### src/hdl/rmlu_pkg.sv
package rmlu_pkg;

  // widths of the thread id and of the depth and waiter counters
  localparam int unsigned THREAD_ID_BITS = 8;
  localparam int unsigned COUNT_BITS     = 16;

  // configuration port
  localparam int unsigned CFG_INDEX_BITS = 1;
  localparam int unsigned CFG_DATA_BITS  = 2;

  typedef enum logic [CFG_INDEX_BITS-1:0] {
    CFG_MUTEX_KIND    = 1'd0,
    CFG_ROBUST_ENABLE = 1'd1
  } cfg_index_t;

  // lock types
  typedef enum logic [1:0] {
    KIND_NORMAL     = 2'd0,
    KIND_ERRORCHECK = 2'd1,
    KIND_RECURSIVE  = 2'd2,
    KIND_UNUSED     = 2'd3
  } mutex_kind_t;

  // request codes
  typedef enum logic [2:0] {
    CMD_LOCK          = 3'd0,
    CMD_TRYLOCK       = 3'd1,
    CMD_TIMEDLOCK     = 3'd2,
    CMD_UNLOCK        = 3'd3,
    CMD_CONSISTENT    = 3'd4,
    CMD_WAITER_LEAVES = 3'd5,
    CMD_DESTROY       = 3'd6
  } cmd_t;

  // answer codes
  typedef enum logic [3:0] {
    ST_OK              = 4'd0,
    ST_OWNER_DEAD      = 4'd1,
    ST_NOT_RECOVERABLE = 4'd2,
    ST_BUSY            = 4'd3,
    ST_DEADLOCK        = 4'd4,
    ST_TIMED_OUT       = 4'd5,
    ST_MUST_WAIT       = 4'd6,
    ST_NOT_PERMITTED   = 4'd7,
    ST_INVALID         = 4'd8
  } status_t;

  // robust recovery state
  typedef enum logic [1:0] {
    REC_CONSISTENT      = 2'd0,
    REC_OWNER_DEAD      = 2'd1,
    REC_NOT_RECOVERABLE = 2'd2
  } recovery_t;

  typedef struct packed {
    logic [2:0]                cmd;
    logic [THREAD_ID_BITS-1:0] requester_id;
    logic                      owner_exited;
    logic                      deadline_expired;
  } req_t;

  typedef struct packed {
    logic [3:0]            status;
    logic                  wake_waiter;
    logic                  held;
    logic [COUNT_BITS-1:0] depth_now;
  } rsp_t;

endpackage

### src/hdl/robust_mutex_lock_unit.sv
// Lock unit for one POSIX-style robust mutex (normal, errorcheck or recursive
// type). Every request yields exactly one result. A request is taken every
// cycle while results are being taken. A request is held in the request
// register; when it moves on, the state is updated and the answer is captured
// in the result register, from which the result is offered. The unit holds
// at most two requests; only a stalled result output slows the input.
// Configuration is written through cfg_we, cfg_index (0 mutex_kind,
// 1 robust_enable) and cfg_data; the user must write it only while no request
// is in flight, as the unit itself does not enforce this.
module robust_mutex_lock_unit (
  input  logic                                clk,
  input  logic                                rst,
  input  logic                                cfg_we,
  input  logic [rmlu_pkg::CFG_INDEX_BITS-1:0] cfg_index,
  input  logic [rmlu_pkg::CFG_DATA_BITS-1:0]  cfg_data,
  input  logic                                in_valid,
  output logic                                in_ready,
  input  rmlu_pkg::req_t                      in_data,
  output logic                                out_valid,
  input  logic                                out_ready,
  output rmlu_pkg::rsp_t                      out_data
);

  rmlu_pkg::req_t req;
  rmlu_pkg::rsp_t rsp;
  logic           req_valid;
  logic           req_take;

  // request register
  rmlu_in_stage u_in (
    .clk       (clk),
    .rst       (rst),
    .in_valid  (in_valid),
    .in_ready  (in_ready),
    .in_data   (in_data),
    .req_valid (req_valid),
    .req       (req),
    .req_take  (req_take)
  );

  // mutex state and decision logic
  rmlu_core u_core (
    .clk       (clk),
    .rst       (rst),
    .cfg_we    (cfg_we),
    .cfg_index (cfg_index),
    .cfg_data  (cfg_data),
    .req       (req),
    .apply     (req_take),
    .rsp       (rsp)
  );

  // result register
  rmlu_out_stage u_out (
    .clk       (clk),
    .rst       (rst),
    .rsp_valid (req_valid),
    .rsp       (rsp),
    .rsp_take  (req_take),
    .out_valid (out_valid),
    .out_ready (out_ready),
    .out_data  (out_data)
  );

endmodule

### src/hdl/rmlu_in_stage.sv
module rmlu_in_stage (
  input  logic          clk,
  input  logic          rst,
  input  logic          in_valid,
  output logic          in_ready,
  input  rmlu_pkg::req_t in_data,
  output logic          req_valid,
  output rmlu_pkg::req_t req,
  input  logic          req_take
);

  rmlu_pkg::req_t req_reg;
  logic           valid_reg;

  // the register can load when empty or when its request moves on this cycle
  assign in_ready  = !valid_reg || req_take;
  assign req_valid = valid_reg;
  assign req       = req_reg;

  // valid flag
  always_ff @(posedge clk) begin
    if (rst) begin
      valid_reg <= 1'b0;
    end else if (in_ready) begin
      valid_reg <= in_valid;
    end
  end

  // request payload
  always_ff @(posedge clk) begin
    if (in_valid && in_ready) begin
      req_reg <= in_data;
    end
  end

endmodule

### src/hdl/rmlu_core.sv
module rmlu_core (
  input  logic                                 clk,
  input  logic                                 rst,
  input  logic                                 cfg_we,
  input  logic [rmlu_pkg::CFG_INDEX_BITS-1:0]  cfg_index,
  input  logic [rmlu_pkg::CFG_DATA_BITS-1:0]   cfg_data,
  input  rmlu_pkg::req_t                       req,
  input  logic                                 apply,
  output rmlu_pkg::rsp_t                       rsp
);

  localparam int unsigned IDB = rmlu_pkg::THREAD_ID_BITS;
  localparam int unsigned CB  = rmlu_pkg::COUNT_BITS;

  // configuration
  rmlu_pkg::mutex_kind_t mutex_kind;
  logic                  robust_enable;

  // mutex state
  logic                alive, alive_next;
  logic                owner_valid, owner_valid_next;
  logic [IDB-1:0]      owner_thread, owner_thread_next;
  logic [CB-1:0]       depth_count, depth_count_next;
  logic [CB-1:0]       waiter_count, waiter_count_next;
  rmlu_pkg::recovery_t recovery_state, recovery_state_next;

  rmlu_pkg::status_t status;
  logic              wake;
  logic              is_owner;
  logic              strict;
  logic              od_state;
  logic [CB-1:0]     depth_dec;
  logic [CB-1:0]     waiter_inc;

  // configuration writes
  always_ff @(posedge clk) begin
    if (rst) begin
      mutex_kind    <= rmlu_pkg::KIND_NORMAL;
      robust_enable <= 1'b0;
    end else if (cfg_we) begin
      unique case (rmlu_pkg::cfg_index_t'(cfg_index))
        rmlu_pkg::CFG_MUTEX_KIND:    mutex_kind <= rmlu_pkg::mutex_kind_t'(cfg_data[1:0]);
        rmlu_pkg::CFG_ROBUST_ENABLE: robust_enable <= cfg_data[0];
        default: ;
      endcase
    end
  end

  // shared terms
  assign is_owner   = owner_valid && (owner_thread == req.requester_id);
  assign strict     = (mutex_kind == rmlu_pkg::KIND_ERRORCHECK) ||
                      (mutex_kind == rmlu_pkg::KIND_RECURSIVE) || robust_enable;
  assign od_state   = robust_enable && (recovery_state == rmlu_pkg::REC_OWNER_DEAD);
  assign depth_dec  = (depth_count != '0) ? depth_count - CB'(1) : '0;
  assign waiter_inc = (waiter_count != '1) ? waiter_count + CB'(1) : waiter_count;

  // request decode and next state
  always_comb begin
    alive_next          = alive;
    owner_valid_next    = owner_valid;
    owner_thread_next   = owner_thread;
    depth_count_next    = depth_count;
    waiter_count_next   = waiter_count;
    recovery_state_next = recovery_state;
    status              = rmlu_pkg::ST_INVALID;
    wake                = 1'b0;
    if (alive) begin
      unique case (req.cmd)
        rmlu_pkg::CMD_LOCK, rmlu_pkg::CMD_TRYLOCK, rmlu_pkg::CMD_TIMEDLOCK: begin
          priority if (robust_enable && owner_valid && req.owner_exited) begin
            // owner died: take over
            owner_thread_next   = req.requester_id;
            depth_count_next    = CB'(1);
            recovery_state_next = rmlu_pkg::REC_OWNER_DEAD;
            status              = rmlu_pkg::ST_OWNER_DEAD;
          end else if (!owner_valid) begin
            if (robust_enable &&
                recovery_state == rmlu_pkg::REC_NOT_RECOVERABLE) begin
              status = rmlu_pkg::ST_NOT_RECOVERABLE;
            end else begin
              owner_valid_next  = 1'b1;
              owner_thread_next = req.requester_id;
              depth_count_next  = CB'(1);
              status = od_state ? rmlu_pkg::ST_OWNER_DEAD : rmlu_pkg::ST_OK;
            end
          end else if (is_owner && mutex_kind == rmlu_pkg::KIND_RECURSIVE) begin
            // recursive relock, saturating
            if (depth_count != '1) begin
              depth_count_next = depth_count + CB'(1);
            end
            status = rmlu_pkg::ST_OK;
          end else if (is_owner && mutex_kind == rmlu_pkg::KIND_ERRORCHECK &&
                       req.cmd != rmlu_pkg::CMD_TRYLOCK) begin
            status = rmlu_pkg::ST_DEADLOCK;
          end else if (req.cmd == rmlu_pkg::CMD_TRYLOCK) begin
            status = rmlu_pkg::ST_BUSY;
          end else if (req.cmd == rmlu_pkg::CMD_TIMEDLOCK && req.deadline_expired) begin
            status = rmlu_pkg::ST_TIMED_OUT;
          end else begin
            waiter_count_next = waiter_inc;
            status            = rmlu_pkg::ST_MUST_WAIT;
          end
        end
        rmlu_pkg::CMD_UNLOCK: begin
          if (!is_owner && strict) begin
            status = rmlu_pkg::ST_NOT_PERMITTED;
          end else begin
            depth_count_next = depth_dec;
            if (depth_dec == '0) begin
              if (od_state) begin
                recovery_state_next = rmlu_pkg::REC_NOT_RECOVERABLE;
              end
              owner_valid_next  = 1'b0;
              owner_thread_next = '0;
              wake              = (waiter_count != '0);
            end
            status = rmlu_pkg::ST_OK;
          end
        end
        rmlu_pkg::CMD_CONSISTENT: begin
          if (od_state && is_owner) begin
            recovery_state_next = rmlu_pkg::REC_CONSISTENT;
            status              = rmlu_pkg::ST_OK;
          end
        end
        rmlu_pkg::CMD_WAITER_LEAVES: begin
          if (waiter_count != '0) begin
            waiter_count_next = waiter_count - CB'(1);
          end
          status = rmlu_pkg::ST_OK;
        end
        rmlu_pkg::CMD_DESTROY: begin
          if (owner_valid || waiter_count != '0) begin
            status = rmlu_pkg::ST_BUSY;
          end else begin
            alive_next = 1'b0;
            status     = rmlu_pkg::ST_OK;
          end
        end
        default: ;
      endcase
    end
  end

  // state update when a request passes to the result register
  always_ff @(posedge clk) begin
    if (rst) begin
      alive          <= 1'b1;
      owner_valid    <= 1'b0;
      owner_thread   <= '0;
      depth_count    <= '0;
      waiter_count   <= '0;
      recovery_state <= rmlu_pkg::REC_CONSISTENT;
    end else if (apply) begin
      alive          <= alive_next;
      owner_valid    <= owner_valid_next;
      owner_thread   <= owner_thread_next;
      depth_count    <= depth_count_next;
      waiter_count   <= waiter_count_next;
      recovery_state <= recovery_state_next;
    end
  end

  // result of this request
  assign rsp.status      = status;
  assign rsp.wake_waiter = wake;
  assign rsp.held        = owner_valid_next;
  assign rsp.depth_now   = depth_count_next;

endmodule

### src/hdl/rmlu_out_stage.sv
module rmlu_out_stage (
  input  logic           clk,
  input  logic           rst,
  input  logic           rsp_valid,
  input  rmlu_pkg::rsp_t rsp,
  output logic           rsp_take,
  output logic           out_valid,
  input  logic           out_ready,
  output rmlu_pkg::rsp_t out_data
);

  rmlu_pkg::rsp_t data_reg;
  logic           valid_reg;

  // the result register frees up when empty or when its result transfers
  assign rsp_take  = rsp_valid && (!valid_reg || out_ready);
  assign out_valid = valid_reg;
  assign out_data  = data_reg;

  // valid flag
  always_ff @(posedge clk) begin
    if (rst) begin
      valid_reg <= 1'b0;
    end else if (!valid_reg || out_ready) begin
      valid_reg <= rsp_valid;
    end
  end

  // result payload
  always_ff @(posedge clk) begin
    if (rsp_take) begin
      data_reg <= rsp;
    end
  end

endmodule

### config.mk
export PLATFORM = sky130hd
export DESIGN_NAME = robust_mutex_lock_unit
export DESIGN_NICKNAME = d
export VERILOG_FILES = /design/src/hdl/rmlu_pkg.sv /design/src/hdl/robust_mutex_lock_unit.sv /design/src/hdl/rmlu_in_stage.sv /design/src/hdl/rmlu_core.sv /design/src/hdl/rmlu_out_stage.sv
export SDC_FILE = /design/constraint.sdc
export NUM_CORES = 1
export LEC_CHECK = 0
export BUFFER_PORTS_ARGS = -buffer_cell sky130_fd_sc_hd__buf_2
export CAP_MARGIN = 20
export CORE_MARGIN = 1
export CORE_UTILIZATION = 23
export CTS_CLUSTER_DIAMETER = 80
export DETAILED_ROUTE_END_ITERATION = 8
export GPL_TIMING_DRIVEN = 0
export PLACE_DENSITY = 0.4
export SYNTH_ARGS = -nofsm -noshare
export SYNTH_HDL_FRONTEND = slang
export SYNTH_SLANG_ARGS = --single-unit
### constraint.sdc
create_clock -name clk -period 4.42 [get_ports clk]
set_clock_uncertainty 0.05 [all_clocks]
set_input_delay 0.663 -clock clk [delete_from_list [all_inputs] [get_ports clk]]
set_output_delay 0.663 -clock clk [all_outputs]
set_load 0.05 [all_outputs]
==> results of run 1 <==
[power breakdown]
part	leakage, nW	total (mW)	internal, mW	switching, mW
Combinational	1.43	0.309	0.0979	0.211
Clock	0.148	0.774	0.401	0.373
Sequential	0.736	0.855	0.837	0.0179
[metal layers]
layer	global-route usage [%]	up-vias	share of wire (%)	wire, um
li1	-	2448	-	-
met3	2.646	19	3.9	659
met4	4.762	0	1.6	272
met2	23.10	117	46	7817
met1	19.72	2384	49	8272
met5	0	-	0	0
[cell families (layout without fill, tap and decap cells)]
kind of cell | count (synthesis) | in the layout
AND/OR/NAND/NOR | 249 | 249
AO/OA/AOI/OAI | 181 | 181
flip-flops | 84 | 84
buffers and inverters | 57 | 117
multiplexers | 15 | 15
XOR/XNOR | 25 | 25
adder cells (fa/ha/maj) | 19 | 19
[layout make-up]
class                      count  area (um2)  area share [%]
multi-input combinational    489        3100           49.25
sequential                    84        2032           32.28
tap                          313       391.6           6.221
clock buffer                   9       225.2           3.578
timing repair buffer          44       220.2           3.498
buffer                        35       168.9           2.683
inverter                      22       82.58           1.312
clock inverter                 7       73.82           1.173
[how the worst min path moves through the flow]
stage / to / slack (ns)
after floorplan: u_core.recovery_state[0] / 0.39
after global placement: u_core.recovery_state[0] / 0.41
after detailed placement: u_core.recovery_state[0] / 0.42
after CTS: u_in.req[5] / 0.41
after global routing: u_in.req[2] / 0.41
final: u_core.recovery_state[0] / 0.43
[cells in the final DEF, fill, tap and decap left out, types with 3 or more instances in the layout]
cell / netlist / routed
a22o_1: 8 / 8
a21o_1: 4 / 4
clkbuf_1: 19 / 19
or4_1: 4 / 4
xnor2_1: 25 / 25
edfxtp_1: 35 / 35
inv_1: 22 / 22
ha_1: 18 / 18
o21ai_1: 6 / 6
o21a_1: 4 / 4
or3_1: 6 / 6
inv_6: 0 / 3
and3_1: 7 / 7
o41ai_1: 3 / 3
o31ai_1: 7 / 7
nor2_1: 64 / 64
nand3_1: 26 / 26
clkbuf_16: 0 / 9
a211oi_1: 6 / 6
and2_1: 11 / 11
nor4_1: 13 / 12
o21ai_0: 47 / 47
o311ai_1: 4 / 4
buf_4: 5 / 5
a31oi_1: 7 / 7
o211ai_1: 4 / 4
nand2b_1: 9 / 9
nand4_1: 11 / 11
nand3b_1: 5 / 5
a21oi_1: 50 / 50
nor2b_1: 6 / 6
nor3_1: 12 / 12
nand2_1: 61 / 61
dfxtp_1: 49 / 49
mux2i_1: 13 / 13
buf_2: 9 / 53
[stage by stage]
step	hold slack (ns)	setup slack (ns)	power, mW
2_1_floorplan	0.3943	1.420	1.088
4_1_cts	0.4128	0.7388	1.964
3_3_place_gp	0.4095	0.7506	1.177
6_report	0.4281	0.8031	1.939
3_5_place_dp	0.4199	0.7802	1.181
5_1_grt	0.4096	0.3597	2.023
[worst max-delay path: stages, from the launching register on]
cell      delay, ns
edfxtp_1       0.32
clkbuf_1       0.30
nand3b_1       0.19
inv_1          0.50
ha_1           0.35
a211oi_1       0.32
o21ai_0        0.20
a31oi_1        0.30
o31ai_1        0.17
o41ai_1        0.32
xnor2_1        0.18
a21oi_1        0.09
a31o_2         0.21
==> results.json, run 1 <==
{
  "rsz0062_at_grt": "false",
  "path_class": "register to register",
  "fin_crit_sh_pct": 81.83,
  "maxSlewViolCount": 0,
  "placed_cells": 987,
  "postRouteAntennaNets": 0,
  "synth_compound_area_share_pct": 21.99,
  "synth_ff_type": "dfxtp_1",
  "hp-start": "u_core.recovery_state[0]",
  "cp-endpoint": "u_core.waiter_count[15]",
  "cts_resized": 0,
  "grt_antenna_before_repair": 0,
  "worstMarginPinSlew_ns": 1.057,
  "synth.cell_area_um2": 5378,
  "crit_start": "u_in.req[10]",
  "hpwl_um": 12310,
  "start_kind": "register",
  "reg2reg_to": "u_core.waiter_count[15]",
  "largest_reg_flops": 22,
  "synth_top_family_by_area": "simple AND/OR/NAND/NOR gates",
  "post-route-drc-count": 0,
  "yosysUniqueCellTypes": 74,
  "synthXorXnorAreaFrac_pct": 4.072,
  "hold_path.class": "register to register",
  "asyncSetResetFlopFracSynth_pct": 0,
  "synthSimpleGateAreaFrac_pct": 24.08,
  "areaGrowthSynthToFinish_pct": 17.05,
  "cts_tree": "yes",
  "synth_nets": 670,
  "grt_usage_pct": 14.50,
  "yosysTopAreaCell": "edfxtp_1",
  "drive_above_1_share_pct": 13.91,
  "synthTopCellsByCount": "nor2_1 (64), nand2_1 (61), a21oi_1 (50)",
  "hold_violations": 0,
  "fp.dieW_um": 154.9,
  "powerDensity_nw_per_um2": 308.0,
  "final_cells": 1003,
  "crit_path_end_kind": "register",
  "clock_path_buffers": 2,
  "vias": 4968,
  "wirelength_um": 17020,
  "yosysWarnings": 0,
  "fin_util_pct": 27.64,
  "max_clock_freq_mhz": 276.5,
  "worstRegToRegCells": 12,
  "grt_pass1_wl_um": 26710,
  "wl_per_cell_um": 16.97,
  "core_um2": 22780,
  "crit_fanout": 16,
  "drt_iter0_markers": 355,
  "rows": 55,
  "setup_tns_ns": 0,
  "setup_viol": 0,
  "drv_cap": 0,
  "start_util_pct": 23.61,
  "dieArea_um2": 24000,
  "htree_levels": 3,
  "overflow": 0,
  "synth_top_area_share_pct": 19.54,
  "syn_avg_cell_area_um2": 8.536,
  "numCtsBuffers": 9,
  "yosys_register_bits": 84,
  "worstReg2RegStart": "u_in.req[10]",
  "postPlaceCellArea_um2": 5996,
  "clkTransAtPathRegs_ns": 0.07,
  "maxSlewHeadroom_pct": 28.42,
  "gp_congestion": 0.8718,
  "grt_max_degree": 32,
  "drt_pass1_iterations": 5,
  "synth_edf_count": 35,
  "ir_worst_vdd_uv": 199.2,
  "synth_most_common_cell": "nor2_1",
  "grt_pass1_vias": 4710,
  "power_leakage_nw": 2.313,
  "final_nets": 725,
  "post-cts-setup-buffer-count": 0,
  "finalCriticalPeriod_ns": 3.617,
  "cts_sinks": 84,
  "via_per_inst": 4.953,
  "ios": 45,
  "synth_area_leaders": "edfxtp_1 (20%), dfxtp_1 (18%), a21oi_1 (4.7%)",
  "die_y_um": 154.9,
  "synthMuxAreaShare_pct": 2.839,
  "fin_area_um2": 6295,
  "ys_seq_area_share_pct": 37.79,
  "ctsHoldBuffers": 0,
  "post_synth_inst_count": 630,
  "port_buffers": 43,
  "cts_root_buffer": "clkbuf_16",
  "synth_fa_ha_area_share_pct": 4.560,
  "cp_data_required_time_ns": 4.61,
  "status": "finished, final reports clean",
  "hold_depth": 2,
  "clock_latency_ns": 0.35,
  "antennaDiodeCount": 0,
  "rrSetupSlack_ns": 0.80,
  "fill_cells": 2514,
  "arrival_ns": 3.81
}
(Power assumes the default switching activity.)
==> run 2: changes to the inputs <==
Clock period 4.42 ns to 3.5 ns, I/O delays scaled along.
==> results.json, run 2 (synthesized netlist as in run 1, its figures left out) <==
{
  "status": "finished, final reports clean",
  "final_nets": 729,
  "final_cells": 1007,
  "die_y_um": 154.9,
  "holdWs_ns": 0.2870,
  "dieArea_um2": 24000,
  "clock_path_buffers": 2,
  "drive_above_1_share_pct": 14.99,
  "drt_pass1_iterations": 5,
  "crit_fanout": 9,
  "postRouteAntennaNets": 0,
  "grt_usage_pct": 14.54,
  "gr-usage-met2_pct": 23.12,
  "grt_util_met1_pct": 19.81,
  "combPwrFrac_pct": 16.0,
  "cts_sinks": 84,
  "power_leakage_nw": 2.344,
  "mostFrequentLayoutCells": "nor2_1 (64), nand2_1 (61), buf_2 (53), a21oi_1 (50), dfxtp_1 (49)",
  "port_buffers": 43,
  "rsz0062_at_grt": "false",
  "rrSetupSlack_ns": 0.25,
  "hold_path.class": "primary input to register",
  "via_per_inst": 4.984,
  "setup_ws_ns": 0.2548,
  "grtUsageMet3_pct": 2.646,
  "htree_levels": 3,
  "grt_max_degree": 32,
  "multi_input_area_um2": 3118,
  "maxSlewHeadroom_pct": 28.09,
  "largest_reg_flops": 22,
  "hpwl_um": 12310,
  "power_mw": 2.455,
  "cts_tree": "yes",
  "grt_antenna_before_repair": 0,
  "grt_pass1_vias": 4714,
  "start_kind": "register",
  "areaGrowthSynthToFinish_pct": 18.01,
  "drt_iter0_markers": 372,
  "cp_slowest_stage_delay_ns": 0.37,
  "vias": 5019,
  "worstMarginPinSlew_ns": 1.062,
  "clock_latency_ns": 0.36,
  "busiest_layer": "met2",
  "power_frac_clock_pct": 40.0,
  "finalCriticalPeriod_ns": 3.245,
  "setup_viol": 0,
  "grt_pass1_wl_um": 26740,
  "fin_area_um2": 6346,
  "maxSlewViolCount": 0,
  "numCtsBuffers": 9,
  "wl_per_cell_um": 16.95,
  "powerDensity_nw_per_um2": 386.9,
  "overflow": 0,
  "p_sw_share_pct": 31.15,
  "ios": 45,
  "fin_util_pct": 27.86,
  "post-route-drc-count": 0,
  "rows": 55,
  "crit_slowest_cell": "edfxtp_1",
  "crit_path_end_kind": "register",
  "cts_root_buffer": "clkbuf_16",
  "cp_top_family": "compound AO/OA/AOI/OAI gates",
  "start_util_pct": 23.61,
  "clkTransAtPathRegs_ns": 0.08,
  "postPlaceCellArea_um2": 5996,
  "p_sw_mw": 0.7647,
  "ir_worst_vdd_uv": 252.8,
  "critPathBufInv": 3,
  "gp_congestion": 0.8718,
  "placed_cells": 987,
  "fin_crit_sh_pct": 92.72,
  "path_class": "register to register",
  "hold_violations": 0,
  "power.internal_mw": 1.690,
  "fill_cells": 2516,
  "dp_slack_ns": -0.1398,
  "drv_cap": 0,
  "arrival_ns": 3.44,
  "worstPathCellList": "clkbuf_1, nand3b_1, clkinvlp_4, buf_4, ha_1, nor4_1, o21ai_0, a31oi_1, o31ai_2, o41ai_2, xnor2_1, a21oi_1, a31o_2",
  "wirelength_um": 17070,
  "setup_tns_ns": 0,
  "seq_power_share_pct": 44.0,
  "antennaDiodeCount": 0,
  "max_clock_freq_mhz": 308.1,
  "cp_data_required_time_ns": 3.69,
  "core_um2": 22780,
  "regArea_um2": 2032,
  "fp.dieW_um": 154.9,
  "layout_commonest_cell": "nor2_1"
}
## run 2: timing repair
item                       4_1_cts  5_1_grt
hold endpoints to repair         0        0
resized for setup                1        4
buffers inserted                 4        0
gates cloned                     0        0
setup endpoints to repair        2        2
hold buffers                     0        0
pin swaps                        0        1
## run 2: worst paths after layout
kind / cells past startpoint / from / end
setup / recovery: 13 / u_in.req[10] / u_core.waiter_count[15]
hold / removal: 1 / in_data[5] / u_in.req[5]
setup reg to reg: 13 / u_in.req[10] / u_core.waiter_count[15]
hold reg to reg: 2 / u_core.recovery_state[0] / u_core.recovery_state[0]
## run 2: layout make-up
type                    count  share of cell area [%]
multi-input cells         489                   49.13
flip-flops and latches     84                   32.02
well taps                 313                   6.171
repair buffers             48                   3.943
clock buffers               9                   3.549
plain buffers              35                   2.662
inverters                  22                   1.360
clock inverters             7                   1.163
## run 2: power by group through the flow
stage / logic, mW / registers (mW) / clock network [mW]
2_1_floorplan: 0.233 / 1.14 / 0
3_3_place_gp: 0.385 / 1.10 / 0
3_5_place_dp: 0.388 / 1.10 / 0
4_1_cts: 0.393 / 1.08 / 1.01
5_1_grt: 0.430 / 1.08 / 1.04
6_report: 0.394 / 1.08 / 0.981
## run 2: per-layer routing
layer  vias up  wire [um]
li1       2452          -
met1      2404       8117
met2       139       7812
met3        24        816
met4         0        321
met5         -          0
## run 2: worst register-to-register path, stage by stage (launching register included)
cell and delay [ns]:
edfxtp_1 0.37, clkbuf_1 0.21, nand3b_1 0.24, clkinvlp_4 0.16, buf_4 0.18, ha_1 0.26
nor4_1 0.28, o21ai_0 0.18, a31oi_1 0.34, o31ai_2 0.14, o41ai_2 0.27, xnor2_1 0.18
a21oi_1 0.09, a31o_2 0.21
